<file path="config.mk">
export PLATFORM = sky130hd
export DESIGN_NAME = key_edge_trigger_repeat
export DESIGN_NICKNAME = d
export VERILOG_FILES = /design/src/hw/rtl/ketr_pkg.sv /design/src/hw/rtl/key_edge_trigger_repeat.sv
export SDC_FILE = /design/constraint.sdc
export NUM_CORES = 1
export LEC_CHECK = 0
export ABC_AREA = 1
export BUFFER_PORTS_ARGS = -buffer_cell sky130_fd_sc_hd__buf_2
export CORE_MARGIN = 8
export CORE_UTILIZATION = 54
export DETAILED_ROUTE_END_ITERATION = 10
export GPL_ROUTABILITY_DRIVEN = 0
export PLACE_DENSITY = 0.8
export SYNTH_ARGS = -nofsm -noshare
export SYNTH_HDL_FRONTEND = slang
export SYNTH_SLANG_ARGS = --single-unit
export TNS_END_PERCENT = 20
</file>
<file path="constraint.sdc">
create_clock -name i_clk -period 2.85 [get_ports i_clk]
set_input_delay 0.4275 -clock i_clk [delete_from_list [all_inputs] [get_ports i_clk]]
set_output_delay 0.4275 -clock i_clk [all_outputs]
set_load 0.005 [all_outputs]
</file>
<file path="src/hw/rtl/ketr_pkg.sv">
// ketr_pkg: shared types and constants for the key edge trigger / auto-repeat block
// depends on nothing; imported by key_edge_trigger_repeat and the testbench
`default_nettype none

package ketr_pkg;

    localparam int unsigned MODIFIER_KEYS = 11;
    localparam int unsigned KEY_COUNT     = 256;

    localparam int unsigned KEY_W      = 8;
    localparam int unsigned TIME_W     = 32;
    localparam int unsigned DELAY_W    = 16;
    localparam int unsigned CFG_DATA_W = 16;

    localparam logic [KEY_W:0]   KEY_LIMIT     = (KEY_W + 1)'(KEY_COUNT);
    localparam logic [KEY_W-1:0] MOD_LIMIT     = KEY_W'(MODIFIER_KEYS);
    localparam logic [DELAY_W-1:0] DELAY_RESET = DELAY_W'(300);

    typedef enum logic [1:0] {
        CODE_NO     = 2'd0,
        CODE_YES    = 2'd1,
        CODE_STILL  = 2'd2,
        CODE_REPEAT = 2'd3
    } t_code;

    typedef enum logic [2:0] {
        TRACK_NONE = 3'b001,
        TRACK_HELD = 3'b010,
        TRACK_SUPP = 3'b100
    } t_track;

    typedef enum logic {
        OP_QUERY = 1'b0,
        OP_RESET = 1'b1
    } t_op;

    typedef enum logic {
        REG_EDGE_MODE    = 1'b0,
        REG_REPEAT_DELAY = 1'b1
    } t_reg_idx;

endpackage

`default_nettype wire

</file>
<file path="src/hw/rtl/key_edge_trigger_repeat.sv">
// key_edge_trigger_repeat: typematic filter for key queries, level or edge with auto-repeat
// depends on ketr_pkg (types, key limits, result codes)
//
// One item enters an input register, is evaluated against the tracking state in a single
// combinational pass and lands in a result register, with the tracking state updated in the
// same cycle. Throughput is one item per clock unless the result side stalls. Each of the
// two registers holds one item, so a new item is still taken while a finished result waits
// downstream. No clearing pass is needed after reset. Configuration registers are written
// through a plain write port; the user must do so only while idle, unchecked by the block.
`default_nettype none

module key_edge_trigger_repeat (
    input  wire logic                            i_clk,
    input  wire logic                            i_rst_n,
    input  wire logic                            i_cfg_we,
    input  wire ketr_pkg::t_reg_idx              i_cfg_index,
    input  wire logic [ketr_pkg::CFG_DATA_W-1:0] i_cfg_data,
    input  wire logic                            i_in_valid,
    output logic                                 o_in_stall,
    input  wire logic                            i_op,
    input  wire logic [ketr_pkg::KEY_W-1:0]      i_key_index,
    input  wire logic                            i_key_level,
    input  wire logic                            i_any_modifier,
    input  wire logic [ketr_pkg::TIME_W-1:0]     i_now_ms,
    output logic                                 o_out_valid,
    input  wire logic                            i_out_stall,
    output ketr_pkg::t_code                      o_press_code,
    output logic                                 o_pressed
);
    import ketr_pkg::*;

    logic               r_edge_mode;
    logic [DELAY_W-1:0] r_repeat_delay;

    logic [KEY_W-1:0]  r_track_key;
    logic [KEY_W-1:0]  n_track_key;
    t_track            r_track_mode;
    t_track            n_track_mode;
    logic [TIME_W-1:0] r_press_time;
    logic [TIME_W-1:0] n_press_time;
    logic              r_mod_snap;
    logic              n_mod_snap;

    logic              r_s1_valid;
    logic              r_s1_op;
    logic [KEY_W-1:0]  r_s1_key;
    logic              r_s1_level;
    logic              r_s1_mods;
    logic [TIME_W-1:0] r_s1_now;

    t_code             n_code;
    logic              n_pressed;

    logic              out_free;
    logic              advance;
    logic              in_take;
    logic              same_key;
    logic              is_mod;
    logic              key_out_of_range;
    logic [TIME_W-1:0] elapsed;
    logic              delay_pending;

    assign out_free   = !o_out_valid || !i_out_stall;
    assign advance    = r_s1_valid && out_free;
    assign o_in_stall = r_s1_valid && !out_free;
    assign in_take    = i_in_valid && !o_in_stall;

    assign same_key         = (r_s1_key == r_track_key);
    assign is_mod           = (r_s1_key < MOD_LIMIT);
    assign key_out_of_range = ({1'b0, r_s1_key} >= KEY_LIMIT);
    assign elapsed          = r_s1_now - r_press_time;
    assign delay_pending    = (elapsed < {{(TIME_W-DELAY_W){1'b0}}, r_repeat_delay});

    always_comb begin
        n_track_key  = r_track_key;
        n_track_mode = r_track_mode;
        n_press_time = r_press_time;
        n_mod_snap   = r_mod_snap;
        n_code       = CODE_NO;
        if (r_s1_op == OP_RESET) begin
            n_track_mode = TRACK_NONE;
            n_press_time = '0;
        end else if (key_out_of_range) begin
            n_code = CODE_NO;
        end else if (!r_edge_mode) begin
            n_code = r_s1_level ? CODE_YES : CODE_NO;
        end else if (!r_s1_level) begin
            if (r_track_mode == TRACK_HELD && same_key) begin
                n_track_mode = TRACK_NONE;
                n_press_time = '0;
            end
        end else begin
            unique case (r_track_mode)
                TRACK_HELD: begin
                    if (same_key) begin
                        if (r_mod_snap == r_s1_mods) begin
                            if (delay_pending) begin
                                n_code = CODE_STILL;
                            end else begin
                                n_press_time = r_s1_now;
                                n_code       = CODE_REPEAT;
                            end
                        end else begin
                            n_press_time = '0;
                            n_track_mode = TRACK_SUPP;
                        end
                    end
                end
                TRACK_SUPP: begin
                    if (same_key) begin
                        n_code = CODE_NO;
                    end
                end
                default: begin
                end
            endcase
            if (!((r_track_mode == TRACK_HELD || r_track_mode == TRACK_SUPP) && same_key)) begin
                n_code = CODE_YES;
                if (is_mod) begin
                    n_track_mode = TRACK_NONE;
                    n_press_time = '0;
                end else begin
                    n_track_key  = r_s1_key;
                    n_track_mode = TRACK_HELD;
                    n_press_time = r_s1_now;
                    n_mod_snap   = r_s1_mods;
                end
            end
        end
        if (!r_edge_mode || is_mod) begin
            n_pressed = (n_code != CODE_NO);
        end else begin
            n_pressed = (n_code == CODE_YES) || (n_code == CODE_REPEAT);
        end
    end

    always_ff @(posedge i_clk) begin
        if (!i_rst_n) begin
            r_edge_mode    <= 1'b0;
            r_repeat_delay <= DELAY_RESET;
            r_track_key    <= '0;
            r_track_mode   <= TRACK_NONE;
            r_press_time   <= '0;
            r_mod_snap     <= 1'b0;
            r_s1_valid     <= 1'b0;
            o_out_valid    <= 1'b0;
        end else begin
            if (i_cfg_we) begin
                unique case (i_cfg_index)
                    REG_EDGE_MODE:    r_edge_mode    <= i_cfg_data[0];
                    REG_REPEAT_DELAY: r_repeat_delay <= i_cfg_data[DELAY_W-1:0];
                    default: begin
                    end
                endcase
            end
            if (advance) begin
                r_track_key  <= n_track_key;
                r_track_mode <= n_track_mode;
                r_press_time <= n_press_time;
                r_mod_snap   <= n_mod_snap;
            end
            if (in_take) begin
                r_s1_valid <= 1'b1;
            end else if (advance) begin
                r_s1_valid <= 1'b0;
            end
            if (advance) begin
                o_out_valid <= 1'b1;
            end else if (!i_out_stall) begin
                o_out_valid <= 1'b0;
            end
        end
    end

    // item payload registers
    always_ff @(posedge i_clk) begin
        if (in_take) begin
            r_s1_op    <= i_op;
            r_s1_key   <= i_key_index;
            r_s1_level <= i_key_level;
            r_s1_mods  <= i_any_modifier;
            r_s1_now   <= i_now_ms;
        end
        if (advance) begin
            o_press_code <= n_code;
            o_pressed    <= n_pressed;
        end
    end

    a_stall_only_when_full: assert property (@(posedge i_clk) disable iff (!i_rst_n)
        o_in_stall |-> (r_s1_valid && o_out_valid))
        else $error("input stalled while a stage is free");

    a_reset_clears_tracking: assert property (@(posedge i_clk) disable iff (!i_rst_n)
        (advance && r_s1_op == OP_RESET) |=> (r_track_mode == TRACK_NONE && r_press_time == '0))
        else $error("tracking not cleared by a reset item");

    a_no_modifier_tracked: assert property (@(posedge i_clk) disable iff (!i_rst_n)
        (r_track_mode == TRACK_HELD) |-> (r_track_key >= MOD_LIMIT))
        else $error("modifier key is being tracked");

endmodule

`default_nettype wire

</file>
Yosys cells after proc, flatten, opt, wreduce, memory -nomap -nowiden
Index checks and enable logic that the tools add are counted.
Widths: inputs -> output; s select.

word-level totals
  RAM bits = 0
  ROM bits = 0
  memories kept = 0
  output and inout port bits = 5
  latch bits = 0
  register bits after elaboration = 109

operators by class
  $mul = 0
  equal/unequal tests = 11
  $lt $le $gt $ge = 2
  bitwise operators = 4
  div/mod/pow operators = 0
  mux-type cells = 33
  reduce and logical (&&, ||, !) cells = 23
  add/subtract/negate cells = 1
  shifts and indexed selects = 0

operator list
  kind                count
  $mux 32             10
  $lt 32x16->1        1
  $sub 32x32->32      1
  $mux 3              8
  $reduce_and 6->1    3
  $mux 2              8
  $ne 4x4->1 const B  3
  $eq 8x8->1          1
  $lt 8x4->1 const B  1
  $mux 1              7
  $reduce_bool 2->1   3
  $logic_and 1x1->1   5
  $logic_not 1->1     5
  $ne 5x5->1 const B  1
  $logic_or 1x1->1    4
  $not 1->1           4
  $reduce_and 2->1    2
  $eq 3x2->1 const B  1
  $eq 3x3->1 const B  1
  $reduce_bool 3->1   1
  $eq 2x1->1 const B  1
  $eq 2x2->1 const B  1
  $ne 2x1->1 const B  1
  $eq 1x1->1          1

Longest topological paths before layout
Gate-level depths: netlist (run 1).

  depth in word-level cells = 13
  mapped depth = 27
  gate-level depth less buffers = 25

Least setup slack after synthesis (run 1)
Ideal clock, no wire load.

  path type = reg2reg
  start point = reg r_s1_now[0]
  end point = reg r_press_time[16]
  arrival time = 2.982 ns
  cell stages (with the launch flop) = 25
  path slack = -0.245 ns
  path through = edfxtp_1 -> inv_1 -> ha_1 -> fa_1 -> inv_1 -> nand2_1 -> nand3_1 -> nand2_1 -> nand2_1 -> xor2_1 -> ha_1 -> nand2_1 -> nor2_1 -> a211oi_1 -> nand3_1 -> nor2_1 -> nand2_1 -> nor2_2 -> nand3_2 -> nand2_4 -> nand2_2 -> buf_6 -> buf_2 -> nor2_1 -> nor2_1

between the ends
  longest elaborated chain between the ends = 4

ends and longest elaborated chain
  what                        line                            RTL
  start, declared             key_edge_trigger_repeat.sv:49   logic [TIME_W-1:0] r_s1_now;
  start signal, assigned      key_edge_trigger_repeat.sv:182  r_s1_now <= i_now_ms;
  $sub 32x32->32              key_edge_trigger_repeat.sv:71   assign elapsed = r_s1_now - r_press_time;
  $lt 32x16->1                key_edge_trigger_repeat.sv:72   assign delay_pending = (elapsed < {{(TIME_W-DELAY_W){1'b0}}, r_repeat_delay});
  $ne 5x5->1 (no line)        --
  $reduce_and 6->1 (no line)  --
  end signal, assigned        key_edge_trigger_repeat.sv:159  r_press_time <= n_press_time;
  end, declared               key_edge_trigger_repeat.sv:39   logic [TIME_W-1:0] r_press_time;

No other way between the ends.
A chain may end at the register's enable or synchronous reset.

Final worst setup path (run 1)
  start point = reg r_press_time[2]
  end point = reg r_press_time[2]

between the ends
  longest elaborated chain between the ends = 4

ends and longest elaborated chain
  what                        line
  $sub 32x32->32              key_edge_trigger_repeat.sv:71
  $lt 32x16->1                key_edge_trigger_repeat.sv:72
  $ne 5x5->1 (no line)        --
  $reduce_and 6->1 (no line)  --

No other way between the ends.

==> qor.yml, run 1 <==
status:
  run_status: "complete, but fails checks"
  violations: "negative setup slack"
sta:
  hold_viol: 0
  timing.hold.ws_ns: 0.229
  grt_setup_unrepaired: "yes"
  max_freq_mhz: 269
  slew_viol_final: 0
  min_period_ns: 3.72
  timing.final.crit_share_pct: 131
  worst_slack_ns: -0.873
  tightest_slew_ns: 0.725
  relSlewSlack_pct: 51.6
  setup_violations: 34
  skew_ns: 0.0153
synthesis:
  yosysUniqueCellTypes: 39
  synth_area_leaders: "edfxtp_1 19%, nand2_1 19%, dfxtp_1 18%"
  synth_cells: 1057
  ys_ff_latch: 109
  syn_area_per_cell_um2: 6.75
  synth_top_cell_area_share_pct: 19.4
  syn-num-nets: 1169
  ys_warn_count: 0
  ys_seq_area_share_pct: 37.0
  syn_area_um2: 7130
  yosysTopAreaCell: "edfxtp_1"
floorplanning:
  die_w_um: 131
  start_util_pct: 54.5
  die_y_um: 131
  core_area_um2: 13100
  die-area_um2: 17100
  rows: 42
  io_pins: 70
cts:
  clk_path_buf_depth: 2
  cts_sinks: 109
  insertion_delay_ns: 0.37
  path_clk_slew_ns: 0.09
  cts_root_buf: "clkbuf_16"
  cts_tree: "yes"
  hold_buffers: 0
  cts_buffers: 9
  ctsHtreeMaxLevel: 3
final_layout:
  fin_nets: 1337
  utilization_pct: 72.1
  final_common_cell: "nand2_1"
  antennaDiodeCount: 0
  layout-drive-gt1-share_pct: 26.3
  syn_to_final_growth_pct: 32.3
  final_cell_mix: "308 x nand2_1, 177 x inv_1, 102 x buf_4"
  fillers: 935
global_routing:
  antenna_found_initial: 0
  grt_pass1_vias: 7036
  grt-ovfl-total: 0
  grt_pass1_wl_mm: 32.0
  grt_use_total_pct: 23.6
  grt_max_degree: 33
routing:
  dr.first_iter.drc_count: 661
  antenna_left: 0
  via_count: 7438
  routed_wirelength_mm: 21.4
  drc: 0
  detailedRoute.firstPassIterationCount: 6
  vias_per_cell: 5.29
  wire_per_inst_um: 15.2
power:
  leakagePower_nw: 4.72
  p_per_area_nw_per_um2: 531
  ir_drop_v: 0.000614
  p_total_mw: 5.01
setup_path:
  crit_type: "flop to flop"
  crit_top_cell: "nand2_1"
  cp_top_family: "simple AND/OR/NAND/NOR gates"
  critPathMaxStageDelay_ns: 0.44
  path_max_fanout: 6
  critPathLaunchType: "flop"
  crit_arrival_ns: 4.00
  cp.required_ns: 3.13
  r2r_slack_ns: -0.87
  endpoint_kind: "flop"
  path_buf_inv: 3
  cp_slowest_cell: "dfxtp_1"
placement:
  io_buffers: 69
  dp_slack_ns: -0.558
  dpl.hpwl_mm: 13.7
flow_run:
  drv_cap: 0
min_path:
  hp-class: "input pin to flop"
logic make-up (layout without fill, tap and decap cells):
logic type	count (synthesis)	in the layout	share of synthesized area, %
compound gates	99	99	7.98
fa+ha+maj	47	47	8.35
buf+inv	210	383	11.4
xor+xnor	21	21	2.58
flops	109	109	37.0
simple gates	571	571	32.6
routing by layer:
metal  share of wire [%]  track usage (%)  vias to the layer above
met5                   0                0                        -
met4                 3.4             7.77                        0
met3                 8.4             5.11                       68
met2                  47             40.6                      356
met1                  41             28.8                     3395
li1                    -                -                     3619
path summary, 6_finish.rpt:
kind	end	cells after the start	from
min	r_s1_op	1	i_op
min reg2reg	r_repeat_delay[7]	2	r_repeat_delay[7]
max	r_press_time[2]	25	r_press_time[2]
max reg2reg	r_press_time[2]	25	r_press_time[2]
Yosys cell counts:
cell type  instances
a211oi_1           2
a21boi_0          13
a21o_1             1
a21oi_1           50
a21oi_2            2
and2_0             1
and2_1             2
and3_1             2
buf_1              2
buf_2              9
buf_6              2
clkbuf_1           9
clkinv_1           1
dfxtp_1           63
edfxtp_1          46
fa_1               1
ha_1              46
inv_1            185
inv_2              2
nand2_1          363
nand2_2            4
nand2_4            1
nand3_1           53
nand3_2            3
nand3b_1           5
nand4_1           12
nor2_1           116
nor2_2             3
nor3_1             3
nor3b_1            1
nor4_1             1
o211ai_1           5
o21a_1             3
o21ai_0           21
o21ai_2            1
o21bai_1           1
or2_2              1
xnor2_1            6
xor2_1            15
timing repair:
item                                    4_1_cts  5_1_grt
setup buffers                                19       14
cloned                                        2        2
endpoints found under the setup margin       34       34
pin swaps                                    27       45
gates resized for setup                      34       87
per-stage QoR:
stage,instances,TNS [ns],instance area (um2)
floorplan,1057,-2.19,7300
global placement,1355,-15.94,8370
detailed placement,1355,-16.24,8370
CTS,1391,-13.85,9010
global route,1406,-24.83,9440
finish,1406,-20.41,9440
sequential cells by signal (all words and copies together) (netlist names), 2 cells and up:
| signal | flops |
|---|---|
| r_repeat_delay | 16 |
| o_press_code | 2 |
| r_s1_now | 32 |
| r_track_key | 8 |
| r_press_time | 32 |
| r_track_mode | 3 |
| r_s1_key | 8 |
area by class of cell:
cell class                 count  area [um2]  area share [%]
multi-input combinational    738        4250            45.0
sequential                   109        2640            28.0
timing repair buffer         179        1290            13.6
inverter                     188         706            7.48
clock buffer                  10         239            2.53
tap                          176         220            2.33
clock inverter                 6        91.3           0.968
worst register-to-register path, delay by kind of cell (launching register included):
kind | cells | cell delay [ns]
buffers and inverters | 3 | 0.43
XOR/XNOR | 1 | 0.15
adder cells (fa/ha/maj) | 2 | 0.56
AO/OA/AOI/OAI | 1 | 0.16
AND/OR/NAND/NOR | 18 | 1.88
flip-flops | 1 | 0.44
report_power, final:
| part | internal (mW) | total [mW] | switching (mW) | leakage [nW] |
|---|---|---|---|---|
| registers | 1.73 | 1.79 | 0.0605 | 0.967 |
| clock network | 0.732 | 1.38 | 0.650 | 0.161 |
| logic | 0.805 | 1.83 | 1.03 | 3.60 |
| total | 3.27 | 5.01 | 1.74 | 4.72 |
Power figures use the tool's default switching activity.
==> inputs of run 2 (changes only) <==
--- a/config.mk
+++ b/config.mk
@@ -12,6 +12,7 @@
 export DETAILED_ROUTE_END_ITERATION = 10
 export GPL_ROUTABILITY_DRIVEN = 0
 export PLACE_DENSITY = 0.8
+export REMOVE_ABC_BUFFERS = 1
 export SYNTH_ARGS = -nofsm -noshare
 export SYNTH_HDL_FRONTEND = slang
 export SYNTH_SLANG_ARGS = --single-unit
==> run 2 against run 1 <==
The run still ends with negative setup slack left. Clock power decreased by 7%. Setup slack gained 0.090 ns. Wire length is 1.3% lower. Fmax is 2.5% higher. Cell area shrank 1.7%. Critical path type unchanged. Largest power group is now sequential cells.
==> qor.yml, run 2 (same netlist as run 1, synthesis figures left out) <==
routing:
  vias_per_cell: 5.29
  drc: 0
  detailedRoute.firstPassIterationCount: 6
  wire_per_inst_um: 15.1
  via_count: 7425
  routed_wirelength_mm: 21.1
  antenna_left: 0
  dr.first_iter.drc_count: 642
global_routing:
  grt_pass1_wl_mm: 32.1
  grt_use_total_pct: 23.7
  met1_usage_pct: 29.1
  antenna_found_initial: 0
  grt.met2_usage_pct: 38.7
  gr-max-usage-layer: "met2"
  met3_usage_pct: 4.79
  grt_max_degree: 33
  grt_pass1_vias: 6977
  grt-ovfl-total: 0
final_layout:
  antennaDiodeCount: 0
  instances_no_fill: 1404
  syn_to_final_growth_pct: 30.0
  layout-drive-gt1-share_pct: 24.1
  reg_top3: "r_press_time (32), r_s1_now (32), r_repeat_delay (16)"
  multiInputGateArea_um2: 4090
  utilization_pct: 70.9
  fin_nets: 1335
  final_common_cell: "nand2_1"
  final_cell_mix: "316 x nand2_1, 180 x inv_1, 104 x nor2_1"
  seq_area_um2: 2650
  fillers: 989
setup_path:
  path_max_fanout: 10
  cp.required_ns: 3.10
  crit_arrival_ns: 3.89
  cp_slowest_cell: "edfxtp_1"
  endpoint_kind: "flop"
  crit_top_cell: "buf_4"
  path_buf_inv: 10
  worst_r2r_path_depth: 28
  critPathMaxStageDelay_ns: 0.47
  cp_top_family: "simple AND/OR/NAND/NOR gates"
  critPathLaunchType: "flop"
  cp.depth: 28
  crit_type: "flop to flop"
  r2r_slack_ns: -0.78
cts:
  cts_root_buf: "clkbuf_16"
  insertion_delay_ns: 0.37
  clk_path_buf_depth: 2
  cts_buffers: 9
  path_clk_slew_ns: 0.08
  ctsHtreeMaxLevel: 3
  cts_tree: "yes"
  cts_sinks: 109
  hold_buffers: 0
floorplanning:
  core_area_um2: 13100
  die-area_um2: 17100
  rows: 42
  io_pins: 70
  die_y_um: 131
  die_w_um: 131
  start_util_pct: 54.5
min_path:
  hold_path_depth: 1
  hp-class: "input pin to flop"
sta:
  skew_ns: 0.0125
  max_freq_mhz: 275
  min_period_ns: 3.63
  tightest_slew_ns: 0.618
  worst_slack_ns: -0.783
  grt_setup_unrepaired: "yes"
  timing.final.crit_share_pct: 127
  hold_viol: 0
  setup_violations: 34
  relSlewSlack_pct: 58.8
  slew_viol_final: 0
flow_run:
  drv_cap: 0
placement:
  placedCellCount: 1353
  dpl.hpwl_mm: 13.6
  io_buffers: 69
status:
  run_status: "complete, but fails checks"
  violations: "negative setup slack"
power:
  leakagePower_nw: 4.69
  ir_drop_v: 0.000569
  p_per_area_nw_per_um2: 523
==> run 2: changes by cell type in the layout (fill, tap and decap cells not counted), sizes merged <==
cell    change
inv         +2
clkbuf      -3
bufinv      -1
==> run 2: layout make-up <==
type,instances,area share (%)
timing repair buffer,177,14.2
clock buffer,9,2.43
multi-input combinational,738,44.1
clock inverter,7,0.809
sequential,109,28.5
inverter,188,7.61
tap,176,2.37
==> run 2: metrics by stage <==
step	power [mW]	setup slack, ns	setup TNS (ns)	hold WS, ns	instance area (um2)
floorplan	2.69	-0.409	-8.64	0.435	7020
global placement	3.15	-0.522	-15.69	0.453	8200
detailed placement	3.19	-0.689	-20.74	0.458	8200
CTS	4.66	-0.561	-17.81	0.220	8990
global route	5.10	-0.905	-28.42	0.219	9280
finish	4.85	-0.783	-24.68	0.227	9280
==> run 2: power by group <==
group	internal, mW	switching, mW	total (mW)
logic	0.786	0.997	1.78
clock network	0.626	0.655	1.28
registers	1.73	0.0562	1.79
==> run 2: worst register-to-register path: cells and delay by family, from the launching register on <==
family / cells / cell delay [ns]
flip-flops: 1 / 0.47
buffers and inverters: 10 / 1.24
adder cells (fa/ha/maj): 1 / 0.31
AND/OR/NAND/NOR: 17 / 1.50
==> run 2: what timing repair did <==
action / 4_1_cts / 5_1_grt
cloned: 4 / 0
pin swaps: 28 / 37
gates resized for setup: 47 / 63
endpoints found under the setup margin: 34 / 36
buffers inserted: 21 / 10
==> run 2: final timing paths <==
kind / start / to
setup / recovery: r_s1_now[8] / r_press_time[3]
hold / removal: i_now_ms[7] / r_s1_now[7]
hold reg to reg: r_repeat_delay[4] / r_repeat_delay[4]
setup reg to reg: r_s1_now[8] / r_press_time[3]
==> run 2: per-layer routing <==
layer / vias up / wire length [um]
met5: - / 0
met4: 0 / 1140
met3: 98 / 1900
met2: 361 / 9600
met1: 3348 / 8500
li1: 3618 / -
